[src/sv/pip_pkg.sv]
// ----------------------------------------------------------------------------
// pip_pkg
// Shared types and constants for the point-in-polygon-with-slack block.
// ----------------------------------------------------------------------------
package pip_pkg;

  // Slack register: unsigned fixed point, same fraction bits as coordinates
  localparam int SLACK_BITS = 15;
  localparam logic [SLACK_BITS-1:0] SLACK_RESET = 15'd32;

  // Squared slack limit held in the decide stage
  localparam int LIM_BITS = 2 * SLACK_BITS;
  localparam logic [LIM_BITS-1:0] LIM_RESET = 30'd1024;

  // Vertex count saturates here; below COUNT_MIN the polygon is too small
  localparam logic [1:0] COUNT_SAT = 2'd3;
  localparam logic [1:0] COUNT_MIN = 2'd2;

  // Per-beat control flags carried down the pipeline
  typedef struct packed {
    logic last;      // final vertex of the polygon
    logic has_prev;  // an edge from a previous vertex exists
    logic few;       // polygon ends with fewer than three vertices
  } ctl_t;

  // Edge straddle / direction flags from the product stage
  typedef struct packed {
    logic str_e;     // edge prev->cur straddles the ray line
    logic pos_e;     // edge prev->cur goes upward
    logic str_c;     // closing edge cur->first straddles the ray line
    logic pos_c;     // closing edge goes upward
  } edge_t;

endpackage

[src/sv/pip_if.sv]


interface pip_res_if;
  logic valid;
  logic ready;
  logic accepted;
  logic inside_res;
  logic near_vertex;
  logic too_few;

  modport source (output valid, accepted, inside_res, near_vertex, too_few,
                  input ready);
  modport sink   (input valid, accepted, inside_res, near_vertex, too_few,
                  output ready);
endinterface

interface pip_cfg_if;
  logic                            valid;
  logic                            ready;
  logic [pip_pkg::SLACK_BITS-1:0]  slack;

  modport source (output valid, slack, input ready);
  modport sink   (input valid, slack, output ready);
endinterface

[src/sv/pip_decide.sv]
// ----------------------------------------------------------------------------
// pip_decide
// Final stage: crossing compares, slack compare, parity and near state, and
// the result register. Also holds the squared slack limit.
// ----------------------------------------------------------------------------
module pip_decide #(
  parameter int COORD_BITS = 16
) (
  input  logic                           clk,
  input  logic                           rst,
  pip_cfg_if.sink                        cfg,
  input  logic                           s2_valid,
  output logic                           s2_ready,
  input  logic signed [2*COORD_BITS+1:0] lhs_e,
  input  logic signed [2*COORD_BITS+1:0] rhs_e,
  input  logic signed [2*COORD_BITS+1:0] lhs_c,
  input  logic signed [2*COORD_BITS+1:0] rhs_c,
  input  logic signed [2*COORD_BITS+1:0] sq_x,
  input  logic signed [2*COORD_BITS+1:0] sq_y,
  input  pip_pkg::edge_t                 edges,
  input  pip_pkg::ctl_t                  ctl,
  pip_res_if.source                      res
);

  localparam int PW    = 2 * COORD_BITS + 2;
  localparam int DSW   = PW + 1;
  localparam int CMP_W = (DSW > pip_pkg::LIM_BITS) ? DSW : pip_pkg::LIM_BITS;

  logic [pip_pkg::LIM_BITS-1:0] lim;
  logic                         parity, near_seen;
  logic                         cross_e, cross_c, near_now;
  logic                         parity_next, near_next;
  logic [DSW-1:0]               dist_sq;
  logic                         out_free, fire;

  assign cfg.ready = 1'b1;

  // Squared slack, formed once per register write
  always_ff @(posedge clk) begin
    if (rst) begin
      lim <= pip_pkg::LIM_RESET;
    end else if (cfg.valid) begin
      lim <= pip_pkg::LIM_BITS'(cfg.slack) * pip_pkg::LIM_BITS'(cfg.slack);
    end
  end

  // Strict crossing compares, direction picks the operand order
  assign cross_e = ctl.has_prev && edges.str_e &&
                   (edges.pos_e ? (lhs_e < rhs_e) : (rhs_e < lhs_e));
  assign cross_c = ctl.last && edges.str_c &&
                   (edges.pos_c ? (lhs_c < rhs_c) : (rhs_c < lhs_c));

  // Squared distance against squared slack
  assign dist_sq  = DSW'($unsigned(sq_x)) + DSW'($unsigned(sq_y));
  assign near_now = (CMP_W'(dist_sq) <= CMP_W'(lim));

  assign parity_next = parity ^ cross_e ^ cross_c;
  assign near_next   = near_seen | near_now;

  // Only last-vertex beats need the result register
  assign out_free = !res.valid || res.ready;
  assign fire     = s2_valid && (!ctl.last || out_free);
  assign s2_ready = !s2_valid || fire;

  // Polygon state and result handshake
  always_ff @(posedge clk) begin
    if (rst) begin
      parity    <= 1'b0;
      near_seen <= 1'b0;
      res.valid <= 1'b0;
    end else begin
      if (fire && ctl.last) begin
        parity    <= 1'b0;
        near_seen <= 1'b0;
        res.valid <= 1'b1;
      end else begin
        if (fire) begin
          parity    <= parity_next;
          near_seen <= near_next;
        end
        if (res.ready) begin
          res.valid <= 1'b0;
        end
      end
    end
  end

  // Result payload
  always_ff @(posedge clk) begin
    if (fire && ctl.last) begin
      res.inside_res  <= !ctl.few && parity_next;
      res.near_vertex <= !ctl.few && near_next;
      res.accepted    <= !ctl.few && (parity_next || near_next);
      res.too_few     <= ctl.few;
    end
  end

endmodule

[src/flat_wrapper.sv]
// flat-port wrapper written by rule: the top's interface ports become plain ports
module pip_decide_flat 
#(
  parameter int COORD_BITS = 16
)
  (clk, rst, s2_valid, s2_ready, lhs_e, rhs_e, lhs_c, rhs_c, sq_x, sq_y, edges, ctl, cfg_valid, cfg_slack, cfg_ready, res_valid, res_accepted, res_inside_res, res_near_vertex, res_too_few, res_ready);
  pip_cfg_if cfg_i ();
  pip_res_if res_i ();
  input  logic clk;
  input  logic rst;
  input  logic s2_valid;
  output logic s2_ready;
  input  logic signed [2*COORD_BITS+1:0] lhs_e;
  input  logic signed [2*COORD_BITS+1:0] rhs_e;
  input  logic signed [2*COORD_BITS+1:0] lhs_c;
  input  logic signed [2*COORD_BITS+1:0] rhs_c;
  input  logic signed [2*COORD_BITS+1:0] sq_x;
  input  logic signed [2*COORD_BITS+1:0] sq_y;
  input  pip_pkg::edge_t edges;
  input  pip_pkg::ctl_t ctl;
  input wire logic [$bits(cfg_i.valid)-1:0] cfg_valid;
  input wire logic [$bits(cfg_i.slack)-1:0] cfg_slack;
  output wire logic [$bits(cfg_i.ready)-1:0] cfg_ready;
  output wire logic [$bits(res_i.valid)-1:0] res_valid;
  output wire logic [$bits(res_i.accepted)-1:0] res_accepted;
  output wire logic [$bits(res_i.inside_res)-1:0] res_inside_res;
  output wire logic [$bits(res_i.near_vertex)-1:0] res_near_vertex;
  output wire logic [$bits(res_i.too_few)-1:0] res_too_few;
  input wire logic [$bits(res_i.ready)-1:0] res_ready;
  assign cfg_i.valid = cfg_valid;
  assign cfg_i.slack = cfg_slack;
  assign cfg_ready = cfg_i.ready;
  assign res_valid = res_i.valid;
  assign res_accepted = res_i.accepted;
  assign res_inside_res = res_i.inside_res;
  assign res_near_vertex = res_i.near_vertex;
  assign res_too_few = res_i.too_few;
  assign res_i.ready = res_ready;
  pip_decide #(.COORD_BITS(COORD_BITS)) u_core (.clk(clk), .rst(rst), .cfg(cfg_i), .s2_valid(s2_valid), .s2_ready(s2_ready), .lhs_e(lhs_e), .rhs_e(rhs_e), .lhs_c(lhs_c), .rhs_c(rhs_c), .sq_x(sq_x), .sq_y(sq_y), .edges(edges), .ctl(ctl), .res(res_i));
endmodule
[config.mk]
export PLATFORM = sky130hd
export DESIGN_NAME = pip_decide_flat
export DESIGN_NICKNAME = d
export VERILOG_FILES = /design/src/sv/pip_pkg.sv /design/src/sv/pip_if.sv /design/src/sv/pip_decide.sv /design/src/flat_wrapper.sv
export SDC_FILE = /design/constraint.sdc
export NUM_CORES = 1
export LEC_CHECK = 0
export ABC_AREA = 0
export BUFFER_PORTS_ARGS = -buffer_cell sky130_fd_sc_hd__buf_2
export CORE_MARGIN = 4
export CORE_UTILIZATION = 40
export DETAILED_ROUTE_END_ITERATION = 7
export MAX_ROUTING_LAYER = met4
export SLEW_MARGIN = 20
export SYNTH_ARGS = -nofsm -noshare
export SYNTH_HDL_FRONTEND = slang
export SYNTH_SLANG_ARGS = --single-unit
[constraint.sdc]
create_clock -name clk -period 19.15 [get_ports clk]
set_input_delay 3.83 -clock clk [delete_from_list [all_inputs] [get_ports clk]]
set_output_delay 3.83 -clock clk [all_outputs]
set_load 0.02 [all_outputs]
### Word-level counts from Yosys, hierarchy flattened

Index checks and enable logic that the tools add are counted.

| word-level totals | value |
|---|---|
| bits in registers | 37 |
| bits of input ports | 231 |
| output and inout port bits | 7 |
| logic and storage cells | 41 |

| cells by class | value |
|---|---|
| add/subtract/negate cells | 1 |
| $mul | 1 |
| magnitude comparators | 5 |
| muxes and demuxes | 4 |
| bitwise logic cells | 3 |
| reductions and logical operators | 19 |

Operator list:

| kind | number |
|---|---|
| $lt A34 B34 Y1 | 4 |
| $add A34 B34 Y35 | 1 |
| $le A35 B30 Y1 | 1 |
| $mul A15 B15 Y30 | 1 |
| $logic_and A1 B1 Y1 | 9 |
| $logic_not A1 Y1 | 4 |
| $logic_or A1 B1 Y1 | 4 |
| $mux W1 | 4 |
| $reduce_bool A2 Y1 | 1 |
| $reduce_or A2 Y1 | 1 |
| $xor A1 B1 Y1 | 2 |
| $or A1 B1 Y1 | 1 |

### Depth between registers and ports, before layout

| depth | value |
|---|---|
| word-level depth | 7 |
| depth in mapped cells | 26 |

### Worst setup path before layout

No wires, ideal clock.

| timing path | value |
|---|---|
| path kind | input to register |
| start point | input port cfg_slack[7] |
| end point | register u_core.lim[29] in the netlist's numbering |
| arrival | 9.750 ns |
| data required time | 19.071 ns |
| setup slack | 9.321 ns |
| cell stages on the path | 26 |
| buffers on the path | 1 |
| path through | clkbuf_1 -> nand2_1 -> inv_1 -> fa_1 -> inv_1 -> fa_1 -> inv_1 -> fa_1 -> inv_1 -> fa_1 -> inv_1 -> fa_1 -> inv_1 -> fa_1 -> inv_1 -> ha_1 -> a21o_1 -> a21o_1 -> a2111o_1 -> o21ai_2 -> o21ai_2 -> a2111oi_2 -> nor3_1 -> a31oi_1 -> xnor2_1 -> a211oi_2 |

| between the ends | value |
|---|---|
| longest elaborated chain between the ends | 1 |

RTL lines:

| element | RTL line | source |
|---|---|---|
| start, declared | flat_wrapper.sv:22 | `input wire logic [$bits(cfg_i.slack)-1:0] cfg_slack;` |
| $mul A15 B15 Y30 | pip_decide.sv:43 | `lim <= pip_pkg::LIM_BITS'(cfg.slack) * pip_pkg::LIM_BITS'(cfg.slack);` |
| end signal, assigned | pip_decide.sv:41 | `lim <= pip_pkg::LIM_RESET;` |
| end signal, assigned | pip_decide.sv:43 |  |
| end, declared | pip_decide.sv:29 | `logic [pip_pkg::LIM_BITS-1:0] lim;` |

Every way passes these cells.
A chain may end at the register's enable or synchronous reset.

### Worst setup path in the final report

| timing path | value |
|---|---|
| start point | input port cfg_slack[3] |
| end point | register u_core.lim[29] in the netlist's numbering |

Same word-level chain as after synthesis.

==> run summary <==
The run finished with clean final reports. The count of buffers added on input and output ports is 236. The run gives 760.7 µm² as the area taken by flip-flops and latches. TritonCTS built the clock tree. The initial antenna violation count was 1; the portion of the post-synthesis area used by sequential elements was 0.06465. The run gives 262 as the violation count after the first detailed-routing iteration. At the end of routability-driven placement, the weighted congestion stood at 0.8789. The post-synth net total came out at 2,025. The die covers 32,220 µm². The tool flagged a number of max-cap violations equal to 0. For the number of distinct library cell variants in the gate-level netlist after synthesis, the log shows 66. For the leakage power summed over all cells, the log shows 0.007418 µW. The capture instance of the worst register-to-register path is u_core.res.accepted$_DFFE_PP_.

The hold violation total from the final report is 0, and the multiplexer area fraction after synthesis is 0.02148. For the total number of placement rows, the log shows 62. The critical-path cell with the highest stage delay is fa_1. Vias per cell: 4.906. For this run, the detailed router's first-pass iteration total came to 5.

Clock-pin slew was measured on the worst setup and hold paths at 0.05 ns. The floorplan step set the die height to 179.5 µm. In this run the number of H-tree levels came out at 2. Post-synthesis compound-gate area fraction: 0.1431.

The end of the worst hold path was u_core.lim[17]$_SDFFE_PP0P_. The first global-routing pass estimated 48,660 µm of wire. The most numerous cell on the critical path is inv_1. The detail-routed net length per standard cell is 14.05 µm.

The die boundary width came out at 179.5 µm. The finished layout holds 2,032 standard cells, fillers aside. Yosys printed 0 warnings.

Xor and xnor area share after synthesis: 0.04317. The cell count after synthesis was 1,432; the clock skew was 0.004855 ns. TritonCTS created 5 clock buffers.

Once the clock tree was built, the setup fixing pass inserted 0 buffers. The number of cells on the worst reg-to-reg path is 10. Worst supply voltage drop on vdd: 0.1363 mV.

The total track usage is 0.1804, and the slack of the worst reg-to-reg path is 16.51 ns. In this run, synthesis produced a sequential element count of 36. The logs give 28,560 µm for the routed wire length and 0 for the hold buffer count at CTS.

For the timing-limited maximum frequency, the log shows 0.1006 GHz. The insertion delay to the later sink of the worst-skew pair came out at 0.28 ns. After detailed placement, the design holds a cell count of 2,023. Counting instances, the worst hold path has a depth of 2.

Post-CTS repair changed the size of 0 cells. The power per cell area was 134.2 nW/µm². The post-synthesis adder-cell area fraction was 0.4743. The run gives 9,970 as the total number of vias.

In this run the count of I/O pins placed on the die edge is 238. The tools report the category of the worst setup path capture point as a flip-flop. After synthesis, the mean cell area works out to 8.217 µm². The setup path with the least slack is of type input port to flip-flop.

The net total in the final layout was 2,239; the mapped cell area was 11,770 µm². The TritonCTS sink count was 36. The number of enable flip-flop cells after synthesis was 4. In the synthesized netlist the dominant register cell turns out to be dfxtp_1. In this run the worst hold path is classified as flip-flop to flip-flop. The tools report the setup TNS as 0 ns. The minimum clock period is 9.943 ns, and the maximum count of clock buffers along a single path is 2. The count of nets left with antenna violations once routing finished came out at 0. The number of filler instances in the final layout is 2,892.

The combinational family with the most area after synthesis is adder cells. Setup repair after global routing left no endpoint under its margin. The effective utilization at floorplan came out at 0.4077. The tree is rooted in a clkbuf_16. The share of cells above drive strength 1 is 0.1542, and the count of endpoints failing setup in the final report is 0. The async set-or-reset flop fraction in the synthesized netlist works out to 0. The tools report the critical path launch point type as an input port. Along the worst path, the maximum fanout reaches 14.

The total area inside the core boundary comes to 28,860 µm². At the pin with the least slew margin, the transition time is 0.8788 ns. The worst slew margin relative to its limit was 0.4142; the total count of max-transition violations in the final report was 0.

The worst register-to-register path begins at u_core.lim[22]$_SDFFE_PP0P_. For this run, the slowest stage of the critical path takes 0.55 ns. Entering global routing, the biggest net connects 39 pins. The multi-input combinational cell area is 9646 µm², and the relative area change from synthesis to final layout is 14.57%. For this run the aggregate overflow at the end of global routing stands at 0.

The tools report the number of global-route vias before repair as 10,180. The startpoint identified for the worst hold timing path is u_core.lim[17]$_SDFFE_PP0P_. At the worst endpoint, the required time is 19.27 ns. The final routed DRC violation total is 0. The part of the cycle the worst path needs is 0.5192. The half-perimeter wire length of the detailed placement result is 25,810 µm.

For the arrival time at the worst endpoint, the log shows 10.06 ns. Simple-gate portion of the synthesized area: 0.1374.
[kinds of logic after synthesis]
group / Yosys count
buf+inv: 361
mux: 25
simple gates: 328
flops: 36
compound gates: 261
other cells: 1
fa+ha+maj: 362
xor+xnor: 58
[synth_stat cells, types with 24 or more instances]
master,instances,share of area
nand3_1,24,0.010
nand2_1,93,0.030
xnor2_1,40,0.030
dfxtp_1,32,0.054
a21oi_1,83,0.035
a21o_1,36,0.023
o21ai_0,42,0.018
ha_1,222,0.24
nor2_1,72,0.023
and2_1,47,0.025
inv_1,332,0.11
fa_1,140,0.24
nand4_1,25,0.013
clkbuf_1,24,0.0077
[worst max path at each step]
| stage | from | endpoint | depth (start not counted) |
|---|---|---|---|
| after global routing | cfg_slack[3] | u_core.lim[29]$_SDFFE_PP0P_ | 26 |
| after detailed placement | cfg_slack[3] | u_core.lim[29]$_SDFFE_PP0P_ | 26 |
| after CTS | cfg_slack[3] | u_core.lim[29]$_SDFFE_PP0P_ | 26 |
| after floorplan | cfg_slack[7] | u_core.lim[29]$_SDFFE_PP0P_ | 26 |
| final | cfg_slack[3] | u_core.lim[29]$_SDFFE_PP0P_ | 26 |
| after global placement | cfg_slack[3] | u_core.lim[29]$_SDFFE_PP0P_ | 26 |
[state kept, by name, summed over array words and instances, names as in the netlist]
| register | cells |
|---|---|
| u_core.res.too_few | 1 |
| u_core.res.valid | 1 |
| u_core.near_seen | 1 |
| u_core.res.accepted | 1 |
| u_core.lim | 29 |
| u_core.parity | 1 |
| u_core.res.inside_res | 1 |
| u_core.res.near_vertex | 1 |
[placed cells by master (no fill, tap or decap), types with 4 or more instances in the layout]
| cell | instances |
|---|---|
| a21oi_1 | 83 |
| fa_1 | 140 |
| nand2_1 | 93 |
| xor2_1 | 18 |
| buf_2 | 236 |
| a211oi_1 | 16 |
| and2_1 | 47 |
| nand3_1 | 24 |
| ha_1 | 222 |
| nand2b_1 | 14 |
| o31ai_1 | 5 |
| nand4b_1 | 4 |
| o21ai_0 | 42 |
| inv_1 | 332 |
| o21ai_1 | 4 |
| o21bai_1 | 10 |
| a21o_1 | 36 |
| nor2b_1 | 9 |
| edfxtp_1 | 4 |
| o21a_1 | 7 |
| clkbuf_16 | 5 |
| a2111oi_0 | 4 |
| nor4_1 | 6 |
| a31oi_1 | 10 |
| xnor2_1 | 40 |
| o22ai_1 | 4 |
| o211ai_1 | 7 |
| and3_1 | 5 |
| nor3_1 | 15 |
| dfxtp_1 | 32 |
| nand4_1 | 25 |
| mux2i_1 | 23 |
| nor2_1 | 72 |
[metrics by stage]
stage / total power [µW] / hold WS [ns] / utilization / setup WS [ns] / instance area [µm²]
after floorplan: 1347 / 0.4460 / - / 9.321 / 11770
after global placement: 1702 / 0.4589 / 0.4614 / 8.959 / 13310
after detailed placement: 1709 / 0.4683 / 0.4614 / 8.933 / 13310
after CTS: 1825 / 0.4808 / 0.4670 / 9.185 / 13480
after global routing: 2052 / 0.5027 / 0.4671 / 8.829 / 13480
final: 1809 / 0.4805 / 0.4671 / 9.207 / 13480
[critical path: cells and delay by family]
kind	cells	cell delay (ns)
adder cells (fa/ha/maj)	7	3.45
AO/OA/AOI/OAI	6	1.15
AND/OR/NAND/NOR	4	0.84
buffers and inverters	8	0.60
XOR/XNOR	1	0.20
[power by group]
part           total, µW  switching (µW)  internal (µW)
Sequential           106            8.39           98.1
Clock               90.2            29.1           61.1
Combinational       1610             914            698
Total               1810             951            857
[metal layers]
layer	up-vias	routed length [µm]	track usage	share of wire
li1	5140	-	-	-
met1	4573	14490	0.2632	0.51
met2	225	12540	0.2766	0.44
met3	32	1106	0.01536	0.039
met4	0	427	0.03536	0.015
met5	-	0	-	0
[layout make-up]
class                      instances  area share
antenna                            1   0.0001856
clock buffer                       6    0.009560
clock inverter                     2    0.002599
inverter                         332     0.09245
multi-input combinational       1035      0.7155
sequential                        36     0.05643
tap                              384     0.03564
timing repair buffer             236     0.08762
Power figures use the tool's default switching activity.
