===== config.mk =====
export PLATFORM = sky130hd
export DESIGN_NAME = pip_track_flat
export DESIGN_NICKNAME = d
export VERILOG_FILES = /design/src/sv/pip_pkg.sv /design/src/sv/pip_if.sv /design/src/sv/pip_track.sv /design/src/flat_wrapper.sv
export SDC_FILE = /design/constraint.sdc
export NUM_CORES = 1
export LEC_CHECK = 0
export BUFFER_PORTS_ARGS = -buffer_cell sky130_fd_sc_hd__buf_4
export CORE_MARGIN = 3
export CORE_UTILIZATION = 40
export CTS_BUF_LIST = sky130_fd_sc_hd__clkbuf_8 sky130_fd_sc_hd__clkbuf_16
export DETAILED_ROUTE_END_ITERATION = 12
export GPL_TIMING_DRIVEN = 0
export HOLD_SLACK_MARGIN = 0.12
export PLACE_DENSITY = 0.73
export SETUP_SLACK_MARGIN = 0.02
export SYNTH_ARGS = -nofsm -noshare
export SYNTH_HDL_FRONTEND = slang
export SYNTH_SLANG_ARGS = --single-unit
export TNS_END_PERCENT = 5

===== constraint.sdc =====
create_clock -name clk -period 14.1 [get_ports clk]
set_clock_uncertainty 0.1 [all_clocks]
set_input_delay 0 -clock clk [delete_from_list [all_inputs] [get_ports clk]]
set_output_delay 0 -clock clk [all_outputs]
set_load 0.02 [all_outputs]

===== src/sv/pip_pkg.sv =====
// ----------------------------------------------------------------------------
// pip_pkg
// Shared types and constants for the point-in-polygon-with-slack block.
// ----------------------------------------------------------------------------
package pip_pkg;

  // Slack register: unsigned fixed point, same fraction bits as coordinates
  localparam int SLACK_BITS = 15;
  localparam logic [SLACK_BITS-1:0] SLACK_RESET = 15'd32;

  // Squared slack limit held in the decide stage
  localparam int LIM_BITS = 2 * SLACK_BITS;
  localparam logic [LIM_BITS-1:0] LIM_RESET = 30'd1024;

  // Vertex count saturates here; below COUNT_MIN the polygon is too small
  localparam logic [1:0] COUNT_SAT = 2'd3;
  localparam logic [1:0] COUNT_MIN = 2'd2;

  // Per-beat control flags carried down the pipeline
  typedef struct packed {
    logic last;      // final vertex of the polygon
    logic has_prev;  // an edge from a previous vertex exists
    logic few;       // polygon ends with fewer than three vertices
  } ctl_t;

  // Edge straddle / direction flags from the product stage
  typedef struct packed {
    logic str_e;     // edge prev->cur straddles the ray line
    logic pos_e;     // edge prev->cur goes upward
    logic str_c;     // closing edge cur->first straddles the ray line
    logic pos_c;     // closing edge goes upward
  } edge_t;

endpackage


===== src/sv/pip_if.sv =====
// ----------------------------------------------------------------------------
// pip interfaces
// Valid/ready channels for vertex beats, result beats and slack writes.
// ----------------------------------------------------------------------------
interface pip_vtx_if #(parameter int COORD_BITS = 16);
  logic                         valid;
  logic                         ready;
  logic signed [COORD_BITS-1:0] point_x;
  logic signed [COORD_BITS-1:0] point_y;
  logic signed [COORD_BITS-1:0] vertex_x;
  logic signed [COORD_BITS-1:0] vertex_y;
  logic                         last_vertex;

  modport source (output valid, point_x, point_y, vertex_x, vertex_y, last_vertex,
                  input ready);
  modport sink   (input valid, point_x, point_y, vertex_x, vertex_y, last_vertex,
                  output ready);
endinterface



===== src/sv/pip_track.sv =====
// ----------------------------------------------------------------------------
// pip_track
// Input stage: accepts vertex beats, tracks first/previous vertex and the
// vertex count of the open polygon, and registers each beat with its edge.
// ----------------------------------------------------------------------------
module pip_track #(
  parameter int COORD_BITS = 16
) (
  input  logic                         clk,
  input  logic                         rst,
  pip_vtx_if.sink                      vtx,
  output logic                         s1_valid,
  input  logic                         s1_ready,
  output logic signed [COORD_BITS-1:0] px,
  output logic signed [COORD_BITS-1:0] py,
  output logic signed [COORD_BITS-1:0] vx,
  output logic signed [COORD_BITS-1:0] vy,
  output logic signed [COORD_BITS-1:0] ax,
  output logic signed [COORD_BITS-1:0] ay,
  output logic signed [COORD_BITS-1:0] fx,
  output logic signed [COORD_BITS-1:0] fy,
  output pip_pkg::ctl_t                ctl
);

  logic [1:0]                  count;
  logic signed [COORD_BITS-1:0] prev_x, prev_y, first_x, first_y;
  logic                        take;

  assign vtx.ready = !s1_valid || s1_ready;
  assign take      = vtx.valid && vtx.ready;

  // Stage valid and polygon vertex count
  always_ff @(posedge clk) begin
    if (rst) begin
      s1_valid <= 1'b0;
      count    <= '0;
    end else begin
      if (vtx.ready) begin
        s1_valid <= vtx.valid;
      end
      if (take) begin
        if (vtx.last_vertex) begin
          count <= '0;
        end else if (count != pip_pkg::COUNT_SAT) begin
          count <= count + 2'd1;
        end
      end
    end
  end

  // Beat payload plus first/previous vertex of the polygon
  always_ff @(posedge clk) begin
    if (take) begin
      px <= vtx.point_x;
      py <= vtx.point_y;
      vx <= vtx.vertex_x;
      vy <= vtx.vertex_y;
      if (count == '0) begin
        ax      <= vtx.vertex_x;
        ay      <= vtx.vertex_y;
        fx      <= vtx.vertex_x;
        fy      <= vtx.vertex_y;
        first_x <= vtx.vertex_x;
        first_y <= vtx.vertex_y;
      end else begin
        ax <= prev_x;
        ay <= prev_y;
        fx <= first_x;
        fy <= first_y;
      end
      prev_x       <= vtx.vertex_x;
      prev_y       <= vtx.vertex_y;
      ctl.last     <= vtx.last_vertex;
      ctl.has_prev <= (count != '0);
      ctl.few      <= (count < pip_pkg::COUNT_MIN);
    end
  end

endmodule


===== src/flat_wrapper.sv =====
// flat-port wrapper written by rule: the top's interface ports become plain ports
module pip_track_flat 
#(
  parameter int COORD_BITS = 16
)
  (clk, rst, s1_valid, s1_ready, px, py, vx, vy, ax, ay, fx, fy, ctl, vtx_valid, vtx_point_x, vtx_point_y, vtx_vertex_x, vtx_vertex_y, vtx_last_vertex, vtx_ready);
  pip_vtx_if #(.COORD_BITS(COORD_BITS)) vtx_i ();
  input  logic clk;
  input  logic rst;
  output logic s1_valid;
  input  logic s1_ready;
  output logic signed [COORD_BITS-1:0] px;
  output logic signed [COORD_BITS-1:0] py;
  output logic signed [COORD_BITS-1:0] vx;
  output logic signed [COORD_BITS-1:0] vy;
  output logic signed [COORD_BITS-1:0] ax;
  output logic signed [COORD_BITS-1:0] ay;
  output logic signed [COORD_BITS-1:0] fx;
  output logic signed [COORD_BITS-1:0] fy;
  output pip_pkg::ctl_t ctl;
  input wire logic [$bits(vtx_i.valid)-1:0] vtx_valid;
  input wire logic [$bits(vtx_i.point_x)-1:0] vtx_point_x;
  input wire logic [$bits(vtx_i.point_y)-1:0] vtx_point_y;
  input wire logic [$bits(vtx_i.vertex_x)-1:0] vtx_vertex_x;
  input wire logic [$bits(vtx_i.vertex_y)-1:0] vtx_vertex_y;
  input wire logic [$bits(vtx_i.last_vertex)-1:0] vtx_last_vertex;
  output wire logic [$bits(vtx_i.ready)-1:0] vtx_ready;
  assign vtx_i.valid = vtx_valid;
  assign vtx_i.point_x = vtx_point_x;
  assign vtx_i.point_y = vtx_point_y;
  assign vtx_i.vertex_x = vtx_vertex_x;
  assign vtx_i.vertex_y = vtx_vertex_y;
  assign vtx_i.last_vertex = vtx_last_vertex;
  assign vtx_ready = vtx_i.ready;
  pip_track #(.COORD_BITS(COORD_BITS)) u_core (.clk(clk), .rst(rst), .vtx(vtx_i), .s1_valid(s1_valid), .s1_ready(s1_ready), .px(px), .py(py), .vx(vx), .vy(vy), .ax(ax), .ay(ay), .fx(fx), .fy(fy), .ctl(ctl));
endmodule

Word-level counts from Yosys, hierarchy flattened

Cells that the tools add are included.

Output and inout port bits: 133
Word-level logic and storage cells: 28
Bits of input ports: 69
Bits in registers: 134

Equal/unequal tests: 1
Muxes and demuxes: 4
Magnitude comparators: 1
Reduce and logical (&&, ||, !) cells: 8
Add/sub/neg operators: 1

Operators with widths:

| cell                  | count |
|---|---|
| $mux W16              | 2 |
| $mux W2               | 2 |
| $reduce_and A2 Y1     | 2 |
| $reduce_bool A2 Y1    | 2 |
| $add A2 B1 Y2 const B | 1 |
| $logic_not A2 Y1      | 1 |
| $lt A2 B2 Y1 const B  | 1 |
| $ne A2 B2 Y1 const B  | 1 |
| $logic_and A1 B1 Y1   | 1 |
| $logic_not A1 Y1      | 1 |
| $logic_or A1 B1 Y1    | 1 |

Longest topological paths before layout

Gate-level depths: netlist (run 1).

Depth in word-level cells: 4
Mapped depth: 6
Depth with buffers taken out: 4

Least setup slack after synthesis (run 1)

OpenSTA, ideal clock, no wires.

Path type: register to register
From: register u_core.s1_valid
To: register u_core.ax[0], enable pin
Required time: 13.443 ns
Stages on the path, launching flop included: 3
Arrival: 4.684 ns
Path buffers: 0
Slack: 8.758 ns
Clock period less this slack: 5.342 ns
Setup time: 0.557 ns
Cell sequence: dfxtp_1 -> nor2b_2 -> nor2_1

Cells in the longest elaborated chain, start to end: 3

Ends and longest elaborated chain:

| what                     | RTL line        | RTL |
|---|---|---|
| start: declaration       | pip_track.sv:12 | `output logic s1_valid,` |
| start signal: assignment | pip_track.sv:39 | `s1_valid <= vtx.valid;` |
| $logic_not A1 Y1         | pip_track.sv:29 | `assign vtx.ready = !s1_valid \|\| s1_ready;` |
| $logic_or A1 B1 Y1       | pip_track.sv:29 |  |
| $logic_and A1 B1 Y1      | pip_track.sv:30 | `assign take = vtx.valid && vtx.ready;` |
| via u_core.take          | pip_track.sv:27 | `logic take;` |
| end signal: assignment   | pip_track.sv:59 | `ax <= vtx.vertex_x;` |
| end signal: assignment   | pip_track.sv:66 | `ax <= prev_x;` |
| end: declaration         | pip_track.sv:18 | `output logic signed [COORD_BITS-1:0] ax,` |

The timed path passes the listed nets, and every way through them passes these cells.
A chain may end at the register's enable or synchronous reset.

Worst setup path after layout (run 1)

From: register u_core.s1_valid
To: register u_core.count[1]

Cells in the longest elaborated chain, start to end: 4

Ends and longest elaborated chain:

| what                        | RTL line        | RTL |
|---|---|---|
| $logic_not A1 Y1            | pip_track.sv:29 |  |
| $logic_or A1 B1 Y1          | pip_track.sv:29 |  |
| $logic_and A1 B1 Y1         | pip_track.sv:30 |  |
| $reduce_and A2 Y1 (no line) | -               |  |
| end signal: assignment      | pip_track.sv:45 | `count <= count + 2'd1;` |
| end: declaration            | pip_track.sv:25 | `logic [1:0] count;` |

Every way passes these cells.

==> out/qor.txt, run 1 <==
CTS tree - yes
area leader, netlist - edfxtp_1
Synth top area share - 0.8463
Starting DRT DRC Count - 168
Max VDD drop - 0.0001056 V
Period minus WS final - 2326 ps
Yosys warnings - 0
Chip Height - 113.8 µm
DRC viols - 0
Core Area - 11080 µm²
Antenna Cells - 0
synthesized flop and latch total - 134
internal power - 0.8350 mW
crit-path max FO - 5
post-route setup slack - 11770 ps
CP Data Arrival Time - 2510 ps
period utilization - 0.1650
Flop pwr share - 0.445
status - finished, final reports clean
worst min path class - in2reg
endpoints failing setup - 0
Clk pwr share - 0.422
first-pass GRT wire length - 17.46 mm
Setup CP Type - reg2reg
hold slack final - 209.1 ps
CP Capture Type - flip-flop
final wirelength - 11.51 mm
Core Util, Final - 0.7014
final hold viol count - 0
HPWL after detailed placement - 7.387 mm
initial cell density of the core - 0.4196
initial antenna violation count - 0
Post-Syn Instances - 189
number of CTS-inserted buffers - 17
max-slew violations - 0
post-DR wirelength/cell - 17.99 µm
total track usage - 0.1827
FMAX - 430.0 MHz
Synth area leaders - edfxtp_1 85%, mux2_4 9.4%, buf_12 1.3%
Vias - 2932
Power per Cell Area - 138.2 nW/µm²
Skew-Pair Late Insertion Delay - 400 ps
Setup crit start kind - flip-flop
via/cell ratio - 4.581
Switching Share - 0.2227
Sink Count - 134
IO Pins - 202
Remaining Overflow, GRT - 0
layout net count - 558
row cnt - 38
leak pwr - 3.267 nW
max-capacitance violation count - 0
DRT Pass-1 Iters - 4
setup bufs post-CTS - 0
Post-Syn Nets - 260
Clock Path Buffers - 2
CTS clk-pin slew, worst paths - 60 ps
Worst Path Required - 14290 ps
syn avg cell area - 24.59 µm²
Mapped Area - 4648 µm²
maximum level of the CTS H-tree - 4
vias in the first global route - 3133
Slew @ Worst Pin - 417.0 ps
Die Width - 113.8 µm
Synth cell types - 15
synthesis-to-layout area growth - 67.16%
largest net degree at the start of global routing - 33
RSZ-0062 raised after global routing - no
Detail Route Antenna Nets - 0
Die Area - 12950 µm²
Place WS - 11940 ps
Placed Cells - 536
Gate power share - 0.132
TNS Setup - 0 ps
layout cell share with drive strength beyond 1 - 0.5500
Final Non-Filler Cells - 640
root buf cell - clkbuf_16
Seq/Total Area, Yosys - 0.8592
Rel. slew slack - 0.7205
Net Sw Power - 0.2392 mW
I/O Buffers - 201
GPL Wtd Cong - 0.7049
## critical path, cell delays in order (launching register included)
cell	delay, ps
dfxtp_1	340
nor2b_2	310
inv_1	140
nand4_1	120
dlygate4sd3_1	550
a21oi_1	80
dlygate4sd3_1	560
## sequential cells by signal, indices dropped and copies added, names as in the netlist
name             count
u_core.ax           16
u_core.first_y      16
u_core.first_x      16
u_core.count         2
u_core.vy           16
u_core.s1_valid      1
u_core.ay           16
u_core.ctl           3
u_core.py           16
u_core.prev_x       16
u_core.px           16
## cells by family after synthesis
kind of cell	synth area share
muxes	0.1009
and+or+nand+nor	0.008614
adders and majority gates	0.005383
DFF	0.8592
AOI/OAI and AO/OA	0.006458
buffers and inverters	0.01938
## cells in the mapped netlist (all sizes together)
library cell and instances:
a21oi 3, buf 4, dfxtp 3, edfxtp 131, ha 2, inv 5, mux2 32, nand4 2
nor2 2, nor2b 2, nor3 1, o31ai 2
## cell usage in the layout, fill, tap and decap left out, types with 3 or more instances in the layout
cell | netlist | routed
dfxtp_1 | 3 | 3
clkbuf_16 | 0 | 17
clkinvlp_4 | 0 | 4
buf_12 | 3 | 6
mux2_2 | 3 | 3
buf_6 | 1 | 4
a21oi_1 | 3 | 3
buf_4 | 0 | 201
edfxtp_1 | 131 | 131
dlygate4sd3_1 | 0 | 72
inv_1 | 5 | 5
mux2_4 | 29 | 29
clkinv_2 | 0 | 3
clkinv_1 | 0 | 3
bufinv_16 | 0 | 4
## metal layers
layer  wire (µm)  global-route usage  vias to the layer above
met5           0                   0                        -
met2        6005              0.3129                      138
li1            -                   -                     1347
met4         313             0.08709                        0
met1        4181              0.1989                     1420
met3        1013             0.07162                       27
## power groups by stage
| stage | sequential [mW] | combinational, mW | clock, mW |
|---|---|---|---|
| final | 0.478 | 0.142 | 0.453 |
| after global routing | 0.481 | 0.150 | 0.481 |
| after CTS | 0.478 | 0.143 | 0.462 |
| after detailed placement | 0.486 | 0.127 | 0 |
| after global placement | 0.489 | 0.120 | 0 |
| after floorplan | 0.520 | 0.0284 | 0 |
## stage by stage
stage	cell area [µm²]	total power, mW
finish	7770	1.074
global route	7770	1.112
CTS	7770	1.083
detailed placement	6439	0.6126
global placement	6332	0.6091
floorplan	4648	0.5480
## final timing paths
check	from	endpoint	cells past startpoint	slack [ps]
worst max register to register	u_core.s1_valid$_SDFFE_PP0P_	u_core.count[1]$_SDFFE_PP0P_	6	11770
worst min register to register	u_core.count[1]$_SDFFE_PP0P_	u_core.ctl[0]$_DFFE_PP_	1	440
worst max-delay path	u_core.s1_valid$_SDFFE_PP0P_	u_core.count[1]$_SDFFE_PP0P_	6	11770
worst min-delay path	vtx_point_y[0]	u_core.py[0]$_DFFE_PP_	2	210
## layout make-up
| class | count | area, µm² |
|---|---|---|
| Buffer | 4 | 71.32 |
| Clock buffer | 17 | 425.4 |
| Clock inverter | 15 | 185.2 |
| Fill cell | 683 | 3308 |
| Inverter | 5 | 18.77 |
| Multi-Input combinational cell | 46 | 576.8 |
| Sequential cell | 134 | 3994 |
| Tap cell | 140 | 175.2 |
| Timing Repair Buffer | 279 | 2323 |
## what timing repair did
action	in CTS	in global routing
hold endpoints to repair	143	0
resized for setup	0	0
hold buffers	72	0
Note: power is estimated with default switching activity, not from simulation.
==> inputs of run 2 (changes only) <==
--- a/config.mk
+++ b/config.mk
@@ -5,6 +5,7 @@
 export SDC_FILE = /design/constraint.sdc
 export NUM_CORES = 1
 export LEC_CHECK = 0
+export ABC_AREA = 1
 export BUFFER_PORTS_ARGS = -buffer_cell sky130_fd_sc_hd__buf_4
 export CORE_MARGIN = 3
 export CORE_UTILIZATION = 40
@@ -12,7 +13,7 @@
 export DETAILED_ROUTE_END_ITERATION = 12
 export GPL_TIMING_DRIVEN = 0
 export HOLD_SLACK_MARGIN = 0.12
-export PLACE_DENSITY = 0.73
+export PLACE_DENSITY = 0.76
 export SETUP_SLACK_MARGIN = 0.02
 export SYNTH_ARGS = -nofsm -noshare
 export SYNTH_HDL_FRONTEND = slang
==> constraint.sdc (replaced) <==
create_clock -name clk -period 2.1 [get_ports clk]
set_clock_uncertainty 0.1 [all_clocks]
set_input_delay 0 -clock clk [delete_from_list [all_inputs] [get_ports clk]]
set_output_delay 0 -clock clk [all_outputs]
set_load 0.02 [all_outputs]
==> out/qor.txt, run 2 <==
area leader, netlist - edfxtp_1
Synth cell types - 12
Antenna Cells - 0
Post-synth ARST share - 0
initial antenna violation count - 0
Seq/Total Area, Yosys - 0.8755
first-pass GRT wire length - 18.42 mm
DRC viols - 0
Crit Reg-Reg Endpoint - u_core.first_y[7]$_DFFE_PP_
critical path's top delay family - buffers and inverters
Core Area - 10980 µm²
total track usage - 0.1880
Slew @ Worst Pin - 327.0 ps
commonest non-fill, non-tap cell in the layout - buf_4
syn avg cell area - 17.35 µm²
vias in the first global route - 3550
most used cell, CP - buf_6
Final Power - 6.940 mW
# fillers - 727
CTS tree - yes
CP Data Arrival Time - 1700 ps
PostCTS Resize Cnt - 0
Post-Syn Nets - 334
IO Pins - 202
TNS Setup - 0 ps
layout cell share with drive strength beyond 1 - 0.4331
Max VDD drop - 0.0005582 V
Power per Cell Area - 914.4 nW/µm²
Detail Route Antenna Nets - 0
layout net count - 628
RSZ-0062 raised after global routing - no
Synth area leaders - edfxtp_1 86%, nand2_1 8.3%, dfxtp_1 1.3%
Main synth FF type - edfxtp_1
period utilization - 0.8079
number of CTS-inserted buffers - 17
Period minus WS final - 1697 ps
worst r2r src - u_core.count[0]$_SDFFE_PP0P_
Yosys warnings - 0
Post-synth top cells - 131 x edfxtp_1, 101 x nand2_1, 7 x inv_1, 7 x nor2_1, 4 x buf_6
most frequent cells in the layout - 205 x buf_4, 131 x edfxtp_1, 100 x nand2_1
Worst Path Required - 2100 ps
root buf cell - clkbuf_16
CP Capture Type - flip-flop
Skew-Pair Late Insertion Delay - 390 ps
slowest cell on the critical path - dfxtp_1
Switching Share - 0.2413
Hold Crit Start - vtx_point_y[7]
most frequent cell after synthesis - edfxtp_1
Gate power share - 0.157
Synth top area share - 0.8623
Die Width - 112.8 µm
EDFF count, synth - 131
synthesis-to-layout area growth - 66.37%
Vias - 3231
initial cell density of the core - 0.4154
worst reg2reg path depth - 7
row cnt - 38
Net Sw Power - 1.675 mW
Hold Path Stages - 2
Place WS - -3.342 ps
largest net degree at the start of global routing - 46
final wirelength - 11.81 mm
post-route setup slack - 403.4 ps
final hold viol count - 0
Rel. slew slack - 0.7815
post-DR wirelength/cell - 16.69 µm
crit-path max cell delay - 320 ps
worst min path class - in2reg
Mapped Area - 4562 µm²
HPWL after detailed placement - 7.858 mm
max-capacitance violation count - 0
Flop pwr share - 0.469
Setup CP Type - reg2reg
Die Area - 12720 µm²
maximum level of the CTS H-tree - 4
CTS clk-pin slew, worst paths - 60 ps
Clock Path Buffers - 2
Sink Count - 134
I/O Buffers - 201
Starting DRT DRC Count - 159
endpoints failing setup - 0
Post-Syn Instances - 263
GPL Wtd Cong - 0.7767
via/cell ratio - 4.564
status - finished, final reports clean
crit-path max FO - 16
Remaining Overflow, GRT - 0
leak pwr - 3.263 nW
Clk pwr share - 0.374
CP Cell Sequence - inv_1 -> ha_1 -> buf_6 -> inv_6 -> buf_6 -> nor2_4 -> buf_16
crit path buf inv count - 5
FMAX - 589.4 MHz
synthesized flop and latch total - 134
DRT Pass-1 Iters - 5
worst hold endpoint - u_core.py[7]$_DFFE_PP_
internal power - 5.266 mW
max-slew violations - 0
Setup crit start kind - flip-flop
R2R setup slack - 400 ps
Chip Height - 112.8 µm
-- run 2: cell count changes after synthesis, sizes merged, moves of 3 or more --
cell	previous run	this run
nand2	0	103
buf	4	7
mux2	32	0
nor2	2	7
inv	5	8
-- run 2: metal layers --
layer  routed length, µm  track usage
met1                4461       0.2019
met2                6280       0.3408
met3                 955      0.06791
met4                 116      0.06571
met5                   0            0
-- run 2: power by group through the flow --
stage	registers, mW	clock network [mW]	logic [mW]
after CTS	3.26	2.66	1.10
after global placement	3.31	0	0.926
final	3.26	2.59	1.09
after floorplan	3.55	0	0.219
after global routing	3.27	2.78	1.16
after detailed placement	3.31	0	0.978
-- run 2: kinds of logic (layout without fill, tap and decap cells) --
group           count (synthesis)  after routing  share of synthesized area
compound gates                  1              1                   0.001096
fa+ha+maj                       2              2                   0.005485
buf+inv                        15            320                    0.02249
flops                         134            134                     0.8755
simple gates                  111            111                    0.09545
-- run 2: repair_timing --
action,CTS,global route
hold buffers,69,0
endpoints found under the hold margin,163,0
setup endpoints to repair,16,0
buffers inserted,2,0
-- run 2: worst max-delay path by stage --
stage / slack (ps) / depth (start not counted) / startpoint / to
finish: 400 / 7 / u_core.count[0]$_SDFFE_PP0P_ / u_core.first_y[7]$_DFFE_PP_
global route: 330 / 7 / u_core.count[0]$_SDFFE_PP0P_ / u_core.first_x[15]$_DFFE_PP_
CTS: 390 / 7 / u_core.count[0]$_SDFFE_PP0P_ / u_core.first_x[0]$_DFFE_PP_
detailed placement: -3 / 7 / u_core.count[0]$_SDFFE_PP0P_ / u_core.first_x[6]$_DFFE_PP_
global placement: -1000 / 3 / u_core.s1_valid$_SDFFE_PP0P_ / u_core.py[10]$_DFFE_PP_
floorplan: -400 / 3 / u_core.s1_valid$_SDFFE_PP0P_ / u_core.ax[0]$_DFFE_PP_
-- run 2: final cells by class --
class / count / area, µm² / area share
sequential: 134 / 3998 / 0.5267
clock buffer: 17 / 425.4 / 0.05605
buffer: 7 / 67.56 / 0.008902
multi-input combinational: 114 / 494.2 / 0.06512
timing repair buffer: 275 / 2295 / 0.3023
clock inverter: 13 / 96.34 / 0.01269
tap: 140 / 175.2 / 0.02308
inverter: 8 / 38.79 / 0.005110
-- run 2: through the flow --
| step | hold WS [ps] | std cells | cell area (µm²) | util |
|---|---|---|---|---|
| floorplan | -40.64 | 263 | 4593 | - |
| global placement | 59.30 | 604 | 6277 | 0.5715 |
| detailed placement | 64.59 | 607 | 6350 | 0.5782 |
| CTS | 201.0 | 708 | 7590 | 0.6910 |
| global route | 201.5 | 708 | 7590 | 0.6910 |
| finish | 219.1 | 708 | 7590 | 0.6910 |
